===== src/hw/rtl/bmpc_pkg.sv =====
package bmpc_pkg;

	localparam int CHANNELS     = 8;
	localparam int WINDOW_DEPTH = 16;
	localparam int SAMPLE_BITS  = 32;

	// Fixed widths of the channel payload.
	localparam int FIELD_CH = 8;
	localparam int FIELD_W  = 32;
	localparam int BCNT_W   = 5;

	localparam int IDX_W = (WINDOW_DEPTH > 1) ? $clog2(WINDOW_DEPTH) : 1;
	localparam int CNT_W = $clog2(WINDOW_DEPTH + 1);

	localparam logic [BCNT_W-1:0] BCNT_MAX = '1;

	typedef logic signed [SAMPLE_BITS-1:0] sample_t;

	// Control that the sequencer broadcasts to every lane.
	typedef struct packed {
		logic             wr_en;
		logic [IDX_W-1:0] wr_idx;
		logic             rd_en;
		logic [IDX_W-1:0] rd_idx;
		logic [CNT_W-1:0] count;
	} lane_ctrl_t;

	// Control from the sequencer to the merging stage.
	typedef struct packed {
		logic             load;
		logic [CNT_W-1:0] count;
		logic             ovf;
	} merge_ctrl_t;

endpackage


===== src/hw/rtl/bmpc_lane.sv =====
module bmpc_lane (
	input  logic                 clk,
	input  logic                 arst_n,
	input  bmpc_pkg::lane_ctrl_t ctl,
	input  bmpc_pkg::sample_t    wr_data,
	output bmpc_pkg::sample_t    med
);
	import bmpc_pkg::*;

	sample_t                 store_q [WINDOW_DEPTH];
	sample_t                 cand_s1;
	sample_t                 cand_s2;
	logic                    v_s1;
	logic                    v_s2;
	logic [WINDOW_DEPTH-1:0] lt;
	logic [WINDOW_DEPTH-1:0] le;
	logic [WINDOW_DEPTH-1:0] lt_s2;
	logic [WINDOW_DEPTH-1:0] le_s2;
	logic [CNT_W-1:0]        n_lt;
	logic [CNT_W-1:0]        n_le;
	logic [CNT_W-1:0]        rank;
	logic                    hit;
	sample_t                 med_q;

	always_ff @(posedge clk) begin
		if (ctl.wr_en) begin
			store_q[ctl.wr_idx] <= wr_data;
		end
		cand_s1 <= store_q[ctl.rd_idx];
	end

	// Each candidate is compared against every stored row of the batch at once.
	always_comb begin
		for (int j = 0; j < WINDOW_DEPTH; j++) begin
			lt[j] = (CNT_W'(j) < ctl.count) && (store_q[j] < cand_s1);
			le[j] = (CNT_W'(j) < ctl.count) && (store_q[j] <= cand_s1);
		end
	end

	always_ff @(posedge clk) begin
		cand_s2 <= cand_s1;
		lt_s2   <= lt;
		le_s2   <= le;
	end

	always_ff @(posedge clk or negedge arst_n) begin
		if (!arst_n) begin
			v_s1 <= 1'b0;
			v_s2 <= 1'b0;
		end else begin
			v_s1 <= ctl.rd_en;
			v_s2 <= v_s1;
		end
	end

	// The candidate sits at the wanted rank when fewer than rank+1 rows are
	// below it and more than rank rows are at or below it.
	assign n_lt = CNT_W'($countones(lt_s2));
	assign n_le = CNT_W'($countones(le_s2));
	assign rank = ctl.count >> 1;
	assign hit  = v_s2 && (n_lt <= rank) && (rank < n_le);

	always_ff @(posedge clk) begin
		if (hit) begin
			med_q <= cand_s2;
		end
	end

	assign med = med_q;
endmodule


===== config.mk =====
export PLATFORM = sky130hd
export DESIGN_NAME = bmpc_lane
export DESIGN_NICKNAME = d
export VERILOG_FILES = /design/src/hw/rtl/bmpc_pkg.sv /design/src/hw/rtl/bmpc_lane.sv
export SDC_FILE = /design/constraint.sdc
export NUM_CORES = 1
export LEC_CHECK = 0
export BUFFER_PORTS_ARGS = -buffer_cell sky130_fd_sc_hd__buf_2
export CAP_MARGIN = 20
export CELL_PAD_IN_SITES_DETAIL_PLACEMENT = 0
export CELL_PAD_IN_SITES_GLOBAL_PLACEMENT = 1
export CORE_ASPECT_RATIO = 2
export CORE_MARGIN = 2
export CORE_UTILIZATION = 58
export CTS_CLUSTER_DIAMETER = 50
export DETAILED_ROUTE_END_ITERATION = 10
export PLACE_DENSITY = 0.92
export SYNTH_ARGS = -nofsm -noshare
export SYNTH_HDL_FRONTEND = slang
export SYNTH_SLANG_ARGS = --single-unit

===== constraint.sdc =====
create_clock -name clk -period 19.4 [get_ports clk]
set_input_delay 0.97 -clock clk [delete_from_list [all_inputs] [get_ports clk]]
set_output_delay 0.97 -clock clk [all_outputs]
set_load 0.05 [all_outputs]

==> results of run 1 <==
[flip-flops by register name, indices dropped and copies added, names as in the netlist]
name	count
lt_s2	16
med	32
v_s2	1
v_s1	1
store_q	512
le_s2	16
cand_s1	32
cand_s2	32
[cell families (layout without fill, tap and decap cells)]
kind of cell | count (synthesis) | in the layout | synth area share (%)
simple gates | 483 | 483 | 7.08
compound gates | 444 | 444 | 7.87
fa+ha+maj | 549 | 549 | 20.2
buf+inv | 147 | 323 | 1.64
xor+xnor | 4 | 4 | 0.101
mux | 161 | 161 | 10.4
flops | 642 | 642 | 52.7
[worst register-to-register path, stage by stage (launching register included)]
cell and delay, ps:
dfxtp_1 320, inv_1 60, fa_1 550, inv_1 50
fa_1 450, fa_1 510, inv_1 50, fa_1 440
inv_1 70, ha_1 160, inv_1 60, fa_1 480
inv_1 50, ha_1 290, nor2b_1 130, o21ai_0 130
nand2b_1 70, a21oi_1 150, a41oi_1 70, nor3_2 190
buf_4 560
[worst max-delay path by stage]
| stage | startpoint | to | slack (ps) | depth (start not counted) |
|---|---|---|---|---|
| detailed placement | lt_s2[5] | med[14] | 14150 | 20 |
| global route | lt_s2[5] | med[15] | 13880 | 20 |
| global placement | lt_s2[5] | med[18] | 14240 | 20 |
| floorplan | lt_s2[5] | med[0] | 12840 | 19 |
| finish | lt_s2[5] | med[12] | 14140 | 20 |
| CTS | lt_s2[5] | med[12] | 14120 | 20 |
[per-layer routing]
layer / part of all wire [%] / global-route usage (%)
met4: 14 / 42.4
met1: 29 / 37.0
met2: 51 / 67.4
met5: 0.052 / 0
met3: 6.1 / 5.49
[through the flow]
stage / power [mW] / std cells / hold slack, ps / setup WS (ps) / utilization (%)
2_1_floorplan: 2.51 / 2430 / 331 / 12840 / -
3_3_place_gp: 2.87 / 3267 / 333 / 14240 / 61.4
3_5_place_dp: 2.93 / 3268 / 336 / 14150 / 61.4
4_1_cts: 4.09 / 3372 / 115 / 14120 / 64.5
5_1_grt: 4.26 / 3374 / 119 / 13880 / 64.6
6_report: 4.08 / 3374 / 133 / 14140 / 64.6
[layout make-up]
cell class                 count  area [um2]
clock buffer                  79        1560
tap                          768         961
timing repair buffer         110         634
clock inverter                25         313
inverter                     109         409
sequential                   642       18300
multi-input combinational   1641       16000
fill                        4328       21000
[where the power goes]
part,switching (mW),internal [mW]
Sequential,0.0410,1.63
Combinational,0.824,0.419
Clock,0.515,0.654
Total,1.38,2.70
[cells in the final DEF, fill, tap and decap left out, drive strengths merged, types with 3 or more instances in the layout]
cell / n
nor2: 70
nand2: 121
nor4: 20
a21o: 40
a211oi: 21
a21oi: 211
bufinv: 7
a221o: 6
nand4: 118
a31oi: 3
o21ai: 62
fa: 20
nor3: 32
a21boi: 5
a2111oi: 9
a31o: 3
a221oi: 5
o41ai: 9
o211ai: 28
dfxtp: 96
clkinv: 15
inv: 111
nor2b: 19
mux4: 160
ha: 529
o21a: 4
clkbuf: 81
a22oi: 10
and4: 4
nand3: 61
buf: 108
or4: 5
edfxtp: 544
a32oi: 9
nand3b: 5
nand2b: 18
==> summary.md, run 1 <==
| Metric | Value |
|---|---|
| Outcome | completed |
| Post-synth ARST share | 0.312% |
| Crit-path slowest cell | buf_4 |
| ANT nets after route | 0 |
| Final period util | 27.1% |
| Max-slew violations | 0 |
| Num Clock Sinks | 642 |
| DRC | 0 |
| Router iterations before antenna repair | 8 |
| Initial antenna violation count | 2 |
| CTS clk-pin slew, worst paths | 70 ps |
| Skew final | 11.8 ps |
| Worst r2r dst | med[12] |
| CP peak stage delay | 560 ps |
| RSZ-0062 raised after global routing | false |
| Worst-Skew Late Latency | 620 ps |
| 1st-iter DRT viols | 2347 |
| Post-CTS Setup Bufs | 0 |
| Root buf cell | clkbuf_16 |
| Setup TNS | 0 ps |
| Largest net degree at the start of global routing | 67 |
| Full die area | 0.0620 mm2 |
| CP arrival | 5510 ps |
| Share of cells above drive strength 1 | 14.4% |
| Total GRT Usage | 38.9% |
| Per-cell routed wire length | 35.1 um |
| CP Capture Type | flop |
| Syn Inst Count | 2430 |
| Post_cts resized | 0 |
| Finish-stage setup viols | 0 |
| MaxCap Viol Count | 0 |
| Startpoint Class | flop |
| Netlist Area Pre-Place | 0.0347 mm2 |
| Seq cells post-synth | 642 |
| H-Tree Depth | 2 |
| Final hold violations | 0 |
| Total number of vias | 23600 |
| Pwr Density | 107 mW/mm2 |
| Via density per instance | 7.00 |
| Post-synth EDFFs | 544 |
| Post-synth top area share | 47.0% |
| Die height | 350 um |
| Worst path cell trace | inv_1 -> fa_1 -> inv_1 -> fa_1 -> fa_1 -> inv_1 -> fa_1 -> inv_1 -> ha_1 -> inv_1 -> fa_1 -> inv_1 -> ha_1 -> nor2b_1 -> o21ai_0 -> nand2b_1 -> a21oi_1 -> a41oi_1 -> nor3_2 -> buf_4 |
| Num rows | 126 |
| Worst slew margin | 9.33% |
| Syn-to-layout area delta | 9.86% |
| Flop-to-flop setup slack | 14140 ps |
| Post-DP HPWL | 87.7 mm |
| Main area contributors after synthesis | edfxtp_1 47%, ha_1 19%, mux4_2 10% |
| Vias in the first global route | 24500 |
| Most numerous cell in the Yosys netlist | edfxtp_1 |
| Max VDD drop | 0.000153 V |
| Nets | 3158 |
| Syn avg cell area | 14.3 um2 |
| Ports | 81 |
| Leak | 14.6 nW |
| CP required | 19650 ps |
| Yosys top cell by area | edfxtp_1 |
| Initial Util | 58.8% |
| Synth cell count leaders | 544 x edfxtp_1, 529 x ha_1, 210 x a21oi_1, 160 x mux4_2, 121 x nand2_1 |
| Hold Path Class | in -> async |
| Dominant synthesized flop cell | edfxtp_1 |
| Port bufs | 80 |
| Core Region | 0.0591 mm2 |
| Worst Max-Slew Pin Slew | 1350 ps |
| Routed WL | 118 mm |
| Die W | 177 um |
| FF-to-FF path depth | 20 |
| Routability cong. | 1.04 |
| Hold_buf cts | 0 |
| Netlist cell types | 64 |
| CTS buffer count | 56 |
| Fmax | 190 MHz |
| Clock buffer depth | 3 |
| Reg-to-reg startpoint | lt_s2[5] |
| Ys Warns | 0 |
| Placed inst area | 0.0363 mm2 |
| Fin area | 0.0382 mm2 |
| First-pass GRT wire length | 167 mm |
| Ant. Diodes | 0 |
| CTS tree | yes |
| Cell mode on critical path | inv_1 |
| Post-Syn Nets | 3028 |
| Minimum clock period | 5260 ps |
| Crit Path Class | reg -> reg |
| Global route overflow | 0 |
| Max FO, Critical Path | 32 |
| Sequential share of the synthesized area | 52.7% |
| Worst path top cell family by delay | adder cells |
| WP buf/inv | 7 |
No activity file was read; power rests on OpenSTA's default activity.
==> inputs of run 2 (changes only) <==
CORE_UTILIZATION = 48   (was 58)
PLACE_DENSITY = 0.82   (was 0.92)
clock period = 4.4 ns   (was 19.4 ns; I/O delays follow)
==> run 2 against run 1 <==
The run now ends with negative setup slack left. Sequential share of layout area is 1.2 points lower. Sequential power grew to 4.4 times the previous value. Global-route usage is 5.9 points lower. Wire length is 3.9% higher. Clock skew is 11 ps higher. Utilization is 9.9 points lower. Combinational power grew to 5.6 times the previous value. Maximum frequency is 6.9% higher. Die area is 20% higher. Clock power grew to 4.6 times the previous value. Highest routed layer unchanged.
==> summary.md, run 2 (synthesis results as in run 1) <==
| Metric | Value |
|---|---|
| Pwr Density | 504 mW/mm2 (+370%) |
| Metal3 WL | 5.64 mm (-22%) |
| Full die area | 0.0747 mm2 (+20%) |
| Top sig layer | met5 |
| Fmax | 203 MHz (+6.9%) |
| Via density per instance | 6.62 (-5.5%) |
| Router iterations before antenna repair | 6 (-2) |
| Routability cong. | 1.03 (-1.1%) |
| Worst slew margin | 21.2% (+12 points) |
| Max FO, Critical Path | 5 (-84%) |
| Die W | 194 um (+9.7%) |
| Final period util | 112% (+85 points) |
| Num rows | 139 (+10%) |
| Sequential group share of total power | 37.3% (-3.6 points) |
| Initial Util | 48.5% (-10 points) |
| Internal | 13.0 mW (+380%) |
| Nets | 3219 (+1.9%) |
| RSZ-0062 raised after global routing | true |
| Skew final | 23.0 ps (+11.3 ps) |
| Commonest non-fill, non-tap cell in the layout | edfxtp_1 |
| Outcome | complete, but fails checks |
| Filler instances | 5815 (+34%) |
| Final hold violations | 0 (unchanged) |
| H-Tree Depth | 2 (unchanged) |
| Ports | 81 (unchanged) |
| Most frequent cells in the layout | 544 x edfxtp_1, 527 x ha_1, 209 x a21oi_1 |
| Minimum clock period | 4920 ps (-340 ps) |
| Num Clock Sinks | 642 (unchanged) |
| Setup WS pre-CTS | -514 ps (-14660 ps) |
| Combinational share of power | 35.3% (+4.9 points) |
| Die height | 384 um (+9.8%) |
| MaxCap Viol Count | 0 (unchanged) |
| Met2 routed WL | 63.3 mm (+5.6%) |
| Largest net degree at the start of global routing | 66 (-1.5%) |
| Total number of vias | 23700 (+0.40%) |
| Clock buffer depth | 3 (unchanged) |
| Initial antenna violation count | 5 (+3) |
| Global route overflow | 0 (unchanged) |
| Total power | 19.8 mW (+380%) |
| CTS buffer count | 56 (unchanged) |
| Max VDD drop | 0.000743 V (+380%) |
| 1st-iter DRT viols | 2037 (-13%) |
| Total GRT Usage | 32.9% (-5.9 points) |
| Per-cell routed wire length | 34.3 um (-2.2%) |
| Worst-Skew Late Latency | 630 ps (about the same) |
| Net Sw Power | 6.77 mW (+390%) |
| Sw Share | 34.3% (+0.45 points) |
| Post-DP HPWL | 93.0 mm (+6.0%) |
| Worst Max-Slew Pin Slew | 1170 ps (-176 ps) |
| Clock share of power | 27.5% (-1.1 points) |
| Vias in the first global route | 24700 (+0.70%) |
| Max-slew violations | 0 (unchanged) |
| Core Region | 0.0717 mm2 (+21%) |
| CP required | 4740 ps (-14910 ps) |
| Port bufs | 80 (unchanged) |
| Hold Path Class | in -> reg |
| M1 wire length | 37.3 mm (+7.5%) |
| CTS clk-pin slew, worst paths | 70 ps (about the same) |
| Hold slack | 11.5 ps (-121 ps) |
| ANT nets after route | 0 (unchanged) |
| Largest register FFs | 512 (unchanged) |
| CP Capture Type | flop |
| First-pass GRT wire length | 173 mm (+3.3%) |
| CTS tree | yes |
| Syn-to-layout area delta | 12.7% |
| Fin util | 54.7% (-9.9 points) |
| Leak | 15.0 nW (+2.8%) |
| Routed WL | 123 mm (+3.9%) |
| Finish-stage setup viols | 32 (+32) |
| Startpoint Class | flop |
| CP arrival | 5260 ps (-250 ps) |
| Biggest register | store_q |
| Root buf cell | clkbuf_16 |
| Crit Path Class | reg -> reg |
| DRC | 0 (unchanged) |
| Share of cells above drive strength 1 | 16.6% (+2.3 points) |
| Failing checks | negative setup slack |
| Worst Slack Setup Final | -518 ps (-14660 ps) |
==> run 2: final cells by class <==
class,instances,area (um2),area share (%)
flip-flops and latches,642,18300,46.7
multi-input cells,1641,16000,40.9
clock buffers,75,1620,4.13
repair buffers,171,1270,3.24
well taps,916,1150,2.93
inverters,109,409,1.04
clock inverters,29,382,0.974
diodes,2,5.00,0.0128
==> run 2: layer usage <==
layer	up-vias	GRT usage, %
li1	10200	-
met1	12000	31.2
met2	1059	58.9
met3	466	3.85
met4	6	35.3
met5	-	0
==> run 2: what timing repair did <==
action | 4_1_cts | 5_1_grt
gates cloned | 1 | 3
buffers inserted | 4 | 0
pin swaps | 1 | 2
hold buffers | 13 | 0
gates resized for setup | 7 | 4
hold endpoints to repair | 112 | 0
setup endpoints to repair | 32 | 32
==> run 2: final timing paths <==
path	cells after the start	slack [ps]	from	to
worst min-delay path	1	10	wr_data[2]	store_q[15][2]
worst min register to register	0	350	cand_s1[19]	cand_s2[19]
min in group asynchronous	3	450	arst_n	v_s1
max in group asynchronous	3	3820	arst_n	v_s2
worst max register to register	19	-520	le_s2[11]	med[19]
worst max-delay path	19	-520	le_s2[11]	med[19]
==> run 2: power groups by stage <==
stage / registers, mW / clock network (mW) / logic, mW
after CTS: 7.36 / 5.45 / 6.35
after global placement: 7.48 / 0 / 5.79
after detailed placement: 7.49 / 0 / 6.00
after global routing: 7.40 / 5.65 / 7.54
final: 7.36 / 5.43 / 6.96
after floorplan: 7.99 / 0 / 3.29
==> run 2: worst max-delay path: stages (launching register included) <==
cell and delay (ps):
dfxtp_1 320, inv_1 50, fa_1 540, inv_1 50, fa_1 470, inv_1 50
fa_1 450, fa_1 490, inv_1 50, ha_1 190, inv_1 70, fa_1 410
ha_1 300, a21o_1 160, a21o_1 180, a21oi_1 140, a21oi_1 110, nor3_4 200
buf_12 190, clkbuf_16 180
==> run 2: metrics by stage <==
step | instances | setup TNS (ps) | area (um2)
6_report | 3585 | -15090 | 39200
5_1_grt | 3584 | -20480 | 39200
4_1_cts | 3577 | -13720 | 39100
3_5_place_dp | 3456 | -16110 | 36900
3_3_place_gp | 3451 | -16480 | 36800
2_1_floorplan | 2430 | -21000 | 34800
