==> src/hw/rtl/bmpc_pkg.sv <==
package bmpc_pkg;

	localparam int CHANNELS     = 8;
	localparam int WINDOW_DEPTH = 16;
	localparam int SAMPLE_BITS  = 32;

	// Fixed widths of the channel payload.
	localparam int FIELD_CH = 8;
	localparam int FIELD_W  = 32;
	localparam int BCNT_W   = 5;

	localparam int IDX_W = (WINDOW_DEPTH > 1) ? $clog2(WINDOW_DEPTH) : 1;
	localparam int CNT_W = $clog2(WINDOW_DEPTH + 1);

	localparam logic [BCNT_W-1:0] BCNT_MAX = '1;

	typedef logic signed [SAMPLE_BITS-1:0] sample_t;

	// Control that the sequencer broadcasts to every lane.
	typedef struct packed {
		logic             wr_en;
		logic [IDX_W-1:0] wr_idx;
		logic             rd_en;
		logic [IDX_W-1:0] rd_idx;
		logic [CNT_W-1:0] count;
	} lane_ctrl_t;

	// Control from the sequencer to the merging stage.
	typedef struct packed {
		logic             load;
		logic [CNT_W-1:0] count;
		logic             ovf;
	} merge_ctrl_t;

endpackage

==> src/hw/rtl/bmpc_if.sv <==


interface bmpc_out_if;
	import bmpc_pkg::*;

	logic                      valid;
	logic                      ready;
	logic signed [FIELD_W-1:0] median_0;
	logic signed [FIELD_W-1:0] median_1;
	logic signed [FIELD_W-1:0] median_2;
	logic signed [FIELD_W-1:0] median_3;
	logic signed [FIELD_W-1:0] median_4;
	logic signed [FIELD_W-1:0] median_5;
	logic signed [FIELD_W-1:0] median_6;
	logic signed [FIELD_W-1:0] median_7;
	logic [BCNT_W-1:0]         batch_count;
	logic                      overflowed;

	modport source (
		output valid, median_0, median_1, median_2, median_3,
		output median_4, median_5, median_6, median_7, batch_count, overflowed,
		input  ready
	);

	modport sink (
		input  valid, median_0, median_1, median_2, median_3,
		input  median_4, median_5, median_6, median_7, batch_count, overflowed,
		output ready
	);
endinterface

==> src/hw/rtl/bmpc_merge.sv <==
module bmpc_merge (
	input  logic                  clk,
	input  logic                  arst_n,
	input  bmpc_pkg::merge_ctrl_t mctl,
	input  bmpc_pkg::sample_t     lane_med [bmpc_pkg::CHANNELS],
	output logic                  can_load,
	bmpc_out_if.source            medians
);
	import bmpc_pkg::*;

	localparam int CMP_W = (CNT_W > BCNT_W) ? CNT_W : BCNT_W;

	logic [FIELD_W-1:0] med_vec [FIELD_CH];
	logic [FIELD_W-1:0] med_q   [FIELD_CH];
	logic [BCNT_W-1:0]  bcnt;
	logic [BCNT_W-1:0]  bcnt_q;
	logic               ovf_q;
	logic               valid_q;

	for (genvar ch = 0; ch < FIELD_CH; ch++) begin : g_ch
		if (ch < CHANNELS) begin : g_used
			assign med_vec[ch] = FIELD_W'(lane_med[ch]);
		end else begin : g_unused
			assign med_vec[ch] = '0;
		end
	end

	assign bcnt = (CMP_W'(mctl.count) > CMP_W'(BCNT_MAX)) ? BCNT_MAX : BCNT_W'(mctl.count);

	assign can_load = !valid_q || medians.ready;

	always_ff @(posedge clk or negedge arst_n) begin
		if (!arst_n) begin
			valid_q <= 1'b0;
		end else if (mctl.load && can_load) begin
			valid_q <= 1'b1;
		end else if (medians.ready) begin
			valid_q <= 1'b0;
		end
	end

	always_ff @(posedge clk) begin
		if (mctl.load && can_load) begin
			med_q  <= med_vec;
			bcnt_q <= bcnt;
			ovf_q  <= mctl.ovf;
		end
	end

	assign medians.valid       = valid_q;
	assign medians.median_0    = med_q[0];
	assign medians.median_1    = med_q[1];
	assign medians.median_2    = med_q[2];
	assign medians.median_3    = med_q[3];
	assign medians.median_4    = med_q[4];
	assign medians.median_5    = med_q[5];
	assign medians.median_6    = med_q[6];
	assign medians.median_7    = med_q[7];
	assign medians.batch_count = bcnt_q;
	assign medians.overflowed  = ovf_q;
endmodule

==> src/flat_wrapper.sv <==
// flat-port wrapper written by rule: the top's interface ports become plain ports
module bmpc_merge_flat import bmpc_pkg::*;
  (clk, arst_n, mctl, lane_med, can_load, medians_valid, medians_median_0, medians_median_1, medians_median_2, medians_median_3, medians_median_4, medians_median_5, medians_median_6, medians_median_7, medians_batch_count, medians_overflowed, medians_ready);
  bmpc_out_if medians_i ();
  input  logic clk;
  input  logic arst_n;
  input  bmpc_pkg::merge_ctrl_t mctl;
  input  bmpc_pkg::sample_t lane_med[bmpc_pkg::CHANNELS];
  output logic can_load;
  output wire logic [$bits(medians_i.valid)-1:0] medians_valid;
  output wire logic [$bits(medians_i.median_0)-1:0] medians_median_0;
  output wire logic [$bits(medians_i.median_1)-1:0] medians_median_1;
  output wire logic [$bits(medians_i.median_2)-1:0] medians_median_2;
  output wire logic [$bits(medians_i.median_3)-1:0] medians_median_3;
  output wire logic [$bits(medians_i.median_4)-1:0] medians_median_4;
  output wire logic [$bits(medians_i.median_5)-1:0] medians_median_5;
  output wire logic [$bits(medians_i.median_6)-1:0] medians_median_6;
  output wire logic [$bits(medians_i.median_7)-1:0] medians_median_7;
  output wire logic [$bits(medians_i.batch_count)-1:0] medians_batch_count;
  output wire logic [$bits(medians_i.overflowed)-1:0] medians_overflowed;
  input wire logic [$bits(medians_i.ready)-1:0] medians_ready;
  assign medians_valid = medians_i.valid;
  assign medians_median_0 = medians_i.median_0;
  assign medians_median_1 = medians_i.median_1;
  assign medians_median_2 = medians_i.median_2;
  assign medians_median_3 = medians_i.median_3;
  assign medians_median_4 = medians_i.median_4;
  assign medians_median_5 = medians_i.median_5;
  assign medians_median_6 = medians_i.median_6;
  assign medians_median_7 = medians_i.median_7;
  assign medians_batch_count = medians_i.batch_count;
  assign medians_overflowed = medians_i.overflowed;
  assign medians_i.ready = medians_ready;
  bmpc_merge u_core (.clk(clk), .arst_n(arst_n), .mctl(mctl), .lane_med(lane_med), .can_load(can_load), .medians(medians_i));
endmodule
==> config.mk <==
export PLATFORM = sky130hd
export DESIGN_NAME = bmpc_merge_flat
export DESIGN_NICKNAME = d
export VERILOG_FILES = /design/src/hw/rtl/bmpc_pkg.sv /design/src/hw/rtl/bmpc_if.sv /design/src/hw/rtl/bmpc_merge.sv /design/src/flat_wrapper.sv
export SDC_FILE = /design/constraint.sdc
export NUM_CORES = 1
export LEC_CHECK = 0
export ABC_CLOCK_PERIOD_IN_PS = 6300
export BUFFER_PORTS_ARGS = -buffer_cell sky130_fd_sc_hd__buf_2
export CORE_AREA = 5 5 202 204
export DETAILED_ROUTE_END_ITERATION = 10
export DIE_AREA = 0 0 207 209
export GPL_ROUTABILITY_DRIVEN = 0
export HOLD_SLACK_MARGIN = 0.15
export MAX_ROUTING_LAYER = met4
export RECOVER_POWER = 100
export SYNTH_ARGS = -nofsm -noshare
export SYNTH_HDL_FRONTEND = slang
export SYNTH_SLANG_ARGS = --single-unit
==> constraint.sdc <==
create_clock -name clk -period 6.3 [get_ports clk]
set_input_delay 0.315 -clock clk [delete_from_list [all_inputs] [get_ports clk]]
set_output_delay 0.315 -clock clk [all_outputs]
set_load 0.01 [all_outputs]
==> impl_metrics.yaml, run 1 <==
run_status:
  status: "finished with violations"
  failed_checks: "max-capacitance violations, max-slew violations"
finish:
  syn_to_final_growth_pct: 80.60
  utilization_pct: 36.68
  fin_nets: 1360
  diodes: 0
  drive_gt1_share_pct: 24.28
  nFillCells: 3805
setup_path:
  required_ns: 6.37
  cp_max_fo: 129
  r2r-start: "u_core.medians.valid"
  reg2reg_to: "u_core.medians.median_3[5]"
  reg2regPathDepth: 3
  cp-start-kind: "register"
  startpoint: "u_core.medians.valid"
  arrival_ns: 4.13
  r2r_slack_ns: 2.24
  setup.worst_path.end: "u_core.medians.median_3[5]"
  end_kind: "register"
  worstSetupPathType: "register to register"
worst_hold_path:
  hold_path.class: "input port to register"
routing:
  final_antenna_net_count: 0
  drtIter0Drc: 283
  drc: 0
  first_pass_iters: 4
  wl_per_cell_um: 16.72
  dr_total_vias: 5924
  via_per_inst: 3.619
  postRouteWirelength_mm: 27.38
clocking:
  clk_path_buf_depth: 3
  clkLatencyLatePin_ns: 0.54
  clock-sinks: 263
  path_clk_slew_ns: 0.06
  cts_tree: "built"
  cts_resized: 0
  ctsHoldBuffers: 266
  cts_root_buffer: "clkbuf_16"
  postCtsSetupBuffers: 0
  h-tree-depth: 1
  numCtsBuffers: 29
floorplanning:
  start_util_pct: 20.31
  dieArea_um2: 43260
  die_x_um: 207
  io_pins: 530
  core-area_um2: 39090
  dieHeight_um: 209
  rows: 73
global_route:
  grt_pass1_vias: 6662
  grt_max_degree: 130
  grt_pass1_wl_mm: 40.21
  grt_overflow: 0
  grt_antenna_before_repair: 0
  grt_use_total_pct: 12.18
sta:
  finalCritPeriodShare_pct: 64.42
  rsz0062_at_grt: "false"
  finalHoldViolCount: 0
  hold_slack_ns: 0.4768
  max_freq_mhz: 246.4
  slew_violations: 130
  fin_crit_ns: 4.058
  final-setup-viol-count: 0
  fin_skew_ns: 0.01859
  max_slew_margin_pct: -111.3
  tightest_slew_ns: 3.169
  fin_tns_setup_ns: 0
synthesis:
  netlist_top_cells_count: "262 x edfxtp_1, 5 x clkbuf_1"
  syn_area_um2: 7940
  netlist.top_cell.by_area: "edfxtp_1"
  ys_top_cells_by_area: "edfxtp_1 99%, dfrtp_1 0.32%, clkbuf_1 0.24%, nand2b_4 0.17%, and2_4 0.11%"
  ys.flop_type: "edfxtp_1"
  syn-num-nets: 537
  synth_top_area_share_pct: 99.09
  synth_seq_cells: 263
  yosysSeqAreaShare_pct: 99.40
  synth_edf_count: 262
  syn_area_per_cell_um2: 29.30
  synth.distinct_cells: 6
  yosysMostFrequentCell: "edfxtp_1"
  yosys_warnings: 0
  synthCells: 271
  ys_async_sr_fraction_pct: 0.3802
placement:
  port_buffers: 529
  hpwl_mm: 18.54
pwr:
  leakage_nw: 5.294
  power_density_nw_per_um2: 275.1
  ir_worst_vdd_v: 0.0002070
run:
  maxCapViolCount: 1
-- layout by cell type (no fill, tap or decap), drive strengths merged --
cell	instances
buf	232
and2	1
edfxtp	262
clkinv	11
clkbuf	335
dfrtp	1
inv	1
dlygate4sd3	266
clkinvlp	1
nand2b	2
-- registers in the layout, indices dropped and copies added, names as in the netlist, 32 cells and up --
signal,count
u_core.medians.median_3,32
u_core.medians.median_6,32
u_core.medians.median_5,32
u_core.medians.median_2,32
u_core.medians.median_0,32
u_core.medians.median_7,32
u_core.medians.median_4,32
u_core.medians.median_1,32
-- worst max-delay path: stages, from the launching register on --
cell,delay (ns)
dfrtp_1,0.39
nand2b_2,0.09
and2_4,0.63
clkbuf_2,2.20
-- routing by layer --
layer	vias up	global-route usage, %	routed length [um]
li1	2748	-	-
met1	2834	13.91	10600
met2	306	21.35	14300
met3	36	2.822	1909
met4	0	3.853	563
met5	-	-	0
-- cell type report --
type,count,area (um^2),area share (%)
timing repair buffer,797,4949,34.51
clock buffer,36,752.0,5.244
sequential,263,7893,55.04
clock inverter,13,66.31,0.4624
tap,525,656.9,4.581
multi-input combinational,3,23.77,0.1658
-- through the flow --
step	area [um^2]	power (mW)	setup WS, ns	cells
final	14340	3.945	2.242	1637
after global routing	14340	4.116	1.896	1637
after CTS	14730	4.030	3.796	1637
after detailed placement	11250	2.391	3.756	1322
after global placement	11250	2.383	3.811	1322
after floorplan	7940	2.194	3.480	271
-- worst min path at each step --
stage	from	end	cells after the start
2_1_floorplan	arst_n	u_core.medians.valid	0
3_3_place_gp	arst_n	u_core.medians.valid	1
3_5_place_dp	arst_n	u_core.medians.valid	1
4_1_cts	lane_med[26]	u_core.medians.median_7[26]	2
5_1_grt	lane_med[41]	u_core.medians.median_6[9]	2
6_report	lane_med[26]	u_core.medians.median_7[26]	2
-- power breakdown --
group	internal [mW]	total (mW)	switching, mW
logic	0.197	0.387	0.190
registers	2.05	2.08	0.0289
clock network	0.838	1.48	0.642
total	3.08	3.95	0.860
-- cells by family (layout without fill, tap and decap cells) --
family | Yosys count | count (layout) | synth area share [%]
buf+inv | 5 | 846 | 0.2364
flops | 263 | 263 | 99.40
simple gates | 3 | 3 | 0.3625
Power figures use the tool's default switching activity.
==> run 2: changes to the inputs <==
--- a/config.mk
+++ b/config.mk
@@ -5,11 +5,11 @@
 export SDC_FILE = /design/constraint.sdc
 export NUM_CORES = 1
 export LEC_CHECK = 0
-export ABC_CLOCK_PERIOD_IN_PS = 6300
+export ABC_CLOCK_PERIOD_IN_PS = 3870
 export BUFFER_PORTS_ARGS = -buffer_cell sky130_fd_sc_hd__buf_2
-export CORE_AREA = 5 5 202 204
+export CORE_AREA = 5 5 205 207
 export DETAILED_ROUTE_END_ITERATION = 10
-export DIE_AREA = 0 0 207 209
+export DIE_AREA = 0 0 210 212
 export GPL_ROUTABILITY_DRIVEN = 0
 export HOLD_SLACK_MARGIN = 0.15
 export MAX_ROUTING_LAYER = met4
==> constraint.sdc (replaced) <==
create_clock -name clk -period 3.87 [get_ports clk]
set_input_delay 0.1935 -clock clk [delete_from_list [all_inputs] [get_ports clk]]
set_output_delay 0.1935 -clock clk [all_outputs]
set_load 0.01 [all_outputs]
==> run 2 against run 1 <==
Register-to-register slack worse by 1.1 ns; critical path depth unchanged; combinational power increased by 66%; power rose by 69%; global-route usage fell by 0.51 points; sequential power increased by 63%; count of clock-buffer cells in the layout fell by 8; core utilization down 0.51 points; the run still ends with max-capacitance violations, max-slew violations left; worst hold slack lost 0.12 ns; setup slack worse by 1.1 ns; largest cell class unchanged; non-clock buffer count is 12 higher; sequential cell count stayed put.
==> impl_metrics.yaml, run 2 (synthesis gave the netlist of run 1 again) <==
sta:
  slew_violations: 61
  max_freq_mhz: 362.1
  fin_tns_setup_ns: 0
  final-setup-viol-count: 0
  finalCritPeriodShare_pct: 71.36
  tightest_slew_ns: 1.589
  finalHoldViolCount: 0
  rsz0062_at_grt: "false"
  fin_crit_ns: 2.762
  fin_skew_ns: 0.009087
  max_slew_margin_pct: -5.951
run_status:
  status: "finished with violations"
  failed_checks: "max-capacitance violations, max-slew violations"
pwr:
  p_int_mw: 5.267
  p_seq_share_pct: 50.6
  power_density_nw_per_um2: 459.3
  pwr-share-clk_pct: 39.8
  leakage_nw: 5.362
  p_switching_mw: 1.409
  swShare_pct: 21.11
  power_mw: 6.676
  pwr-share-comb_pct: 9.6
  ir_worst_vdd_v: 0.0003506
finish:
  final_common_cell: "clkbuf_1"
  regArea_um2: 7893
  drive_gt1_share_pct: 24.56
  fin_nets: 1370
  nFillCells: 3907
  stdcell_count: 1662
  multi_input_area_um2: 22.52
  syn_to_final_growth_pct: 83.06
  final_cell_mix: "312 x clkbuf_1, 266 x dlygate4sd3_1, 262 x edfxtp_1, 228 x buf_2, 27 x clkbuf_16"
routing:
  drc: 0
  drt-met1-wl_mm: 10.31
  highest_layer: "met4"
  final_antenna_net_count: 0
  wl_per_cell_um: 16.60
  first_pass_iters: 4
  dr_wl_met3_mm: 2.604
  dr_total_vias: 5947
  via_per_inst: 3.578
  drtIter0Drc: 222
  postRouteWirelength_mm: 27.60
  routed-wl-met2_mm: 13.92
placement:
  port_buffers: 529
  hpwl_mm: 19.53
  placedCellCount: 1341
floorplanning:
  rows: 74
  core-area_um2: 40180
  io_pins: 530
  dieHeight_um: 212
  dieArea_um2: 44520
  die_x_um: 210
  start_util_pct: 19.76
clocking:
  h-tree-depth: 1
  clkLatencyLatePin_ns: 0.54
  clk_path_buf_depth: 3
  cts_root_buffer: "clkbuf_16"
  cts_tree: "built"
  numCtsBuffers: 27
  clock-sinks: 263
  cts_resized: 0
  path_clk_slew_ns: 0.06
setup_path:
  cp-start-kind: "register"
  slowest_stage: "and2_2"
  end_kind: "register"
  startpoint: "u_core.medians.valid"
  worstSetupPathType: "register to register"
  critPathMaxStageDelay_ns: 1.21
  crit_path_cell_trace: "nand2b_2 > and2_2 > clkbuf_1"
  cp_max_fo: 62
  arrival_ns: 2.93
  required_ns: 4.04
  r2r-start: "u_core.medians.valid"
run:
  maxCapViolCount: 1
global_route:
  grt_antenna_before_repair: 8
  grt_pass1_wl_mm: 38.64
  grt_use_total_pct: 11.67
  grt_max_degree: 63
  grt_pass1_vias: 6563
  grt_overflow: 0
worst_hold_path:
  hp-start: "lane_med[196]"
  hold_path.class: "input port to register"
## run 2: final timing paths
check / endpoint / slack (ns) / depth (start not counted)
min in group asynchronous: u_core.medians.valid / 0.49 / 3
worst max-delay path: u_core.medians.median_0[26] / 1.11 / 3
max in group asynchronous: u_core.medians.valid / 3.27 / 3
worst min register to register: u_core.medians.valid / 1.13 / 3
worst max register to register: u_core.medians.median_0[26] / 1.11 / 3
worst min-delay path: u_core.medians.median_1[4] / 0.36 / 2
## run 2: routing by layer
metal | global-route usage (%) | vias up
met5 | - | -
met4 | 4.073 | 0
met3 | 3.350 | 46
met2 | 20.22 | 341
li1 | - | 2780
met1 | 12.97 | 2780
## run 2: area by class of cell
cell class,count,area share [%]
antenna,6,0.1033
clock buffer,28,4.674
clock inverter,21,1.653
multi-input combinational,3,0.1549
sequential,263,54.30
tap,532,4.579
timing repair buffer,809,34.54
## run 2: critical path, delay by kind of cell, from the launching register on
kind / cells / cell delay [ns]
buffers and inverters: 1 / 0.64
flip-flops: 1 / 0.40
AND/OR/NAND/NOR: 2 / 1.31
## run 2: repair_timing
item                                   4_1_cts  5_1_grt
hold buffers                               266        0
endpoints found under the hold margin      264        0
setup endpoints to repair                    0        0
buffers inserted                             0        0
## run 2: power by group through the flow
| stage | Clock, mW | Combinational, mW | Sequential [mW] |
|---|---|---|---|
| after floorplan | 0 | 0.0544 | 3.52 |
| after global placement | 0 | 0.471 | 3.42 |
| after detailed placement | 0 | 0.478 | 3.43 |
| after CTS | 2.74 | 0.696 | 3.37 |
| after global routing | 2.87 | 0.690 | 3.39 |
| final | 2.66 | 0.642 | 3.38 |
## run 2: stage by stage
step | worst slack (ns) | util [%] | area [um^2] | hold slack, ns
after detailed placement | 1.785 | 28.28 | 11360 | -0.02205
after global placement | 1.845 | 28.28 | 11360 | -0.02109
after floorplan | 1.050 | - | 7940 | -0.1021
after global routing | 0.9333 | 36.17 | 14540 | 0.3328
final | 1.108 | 36.17 | 14540 | 0.3552
after CTS | 1.776 | 37.20 | 14950 | 0.3205
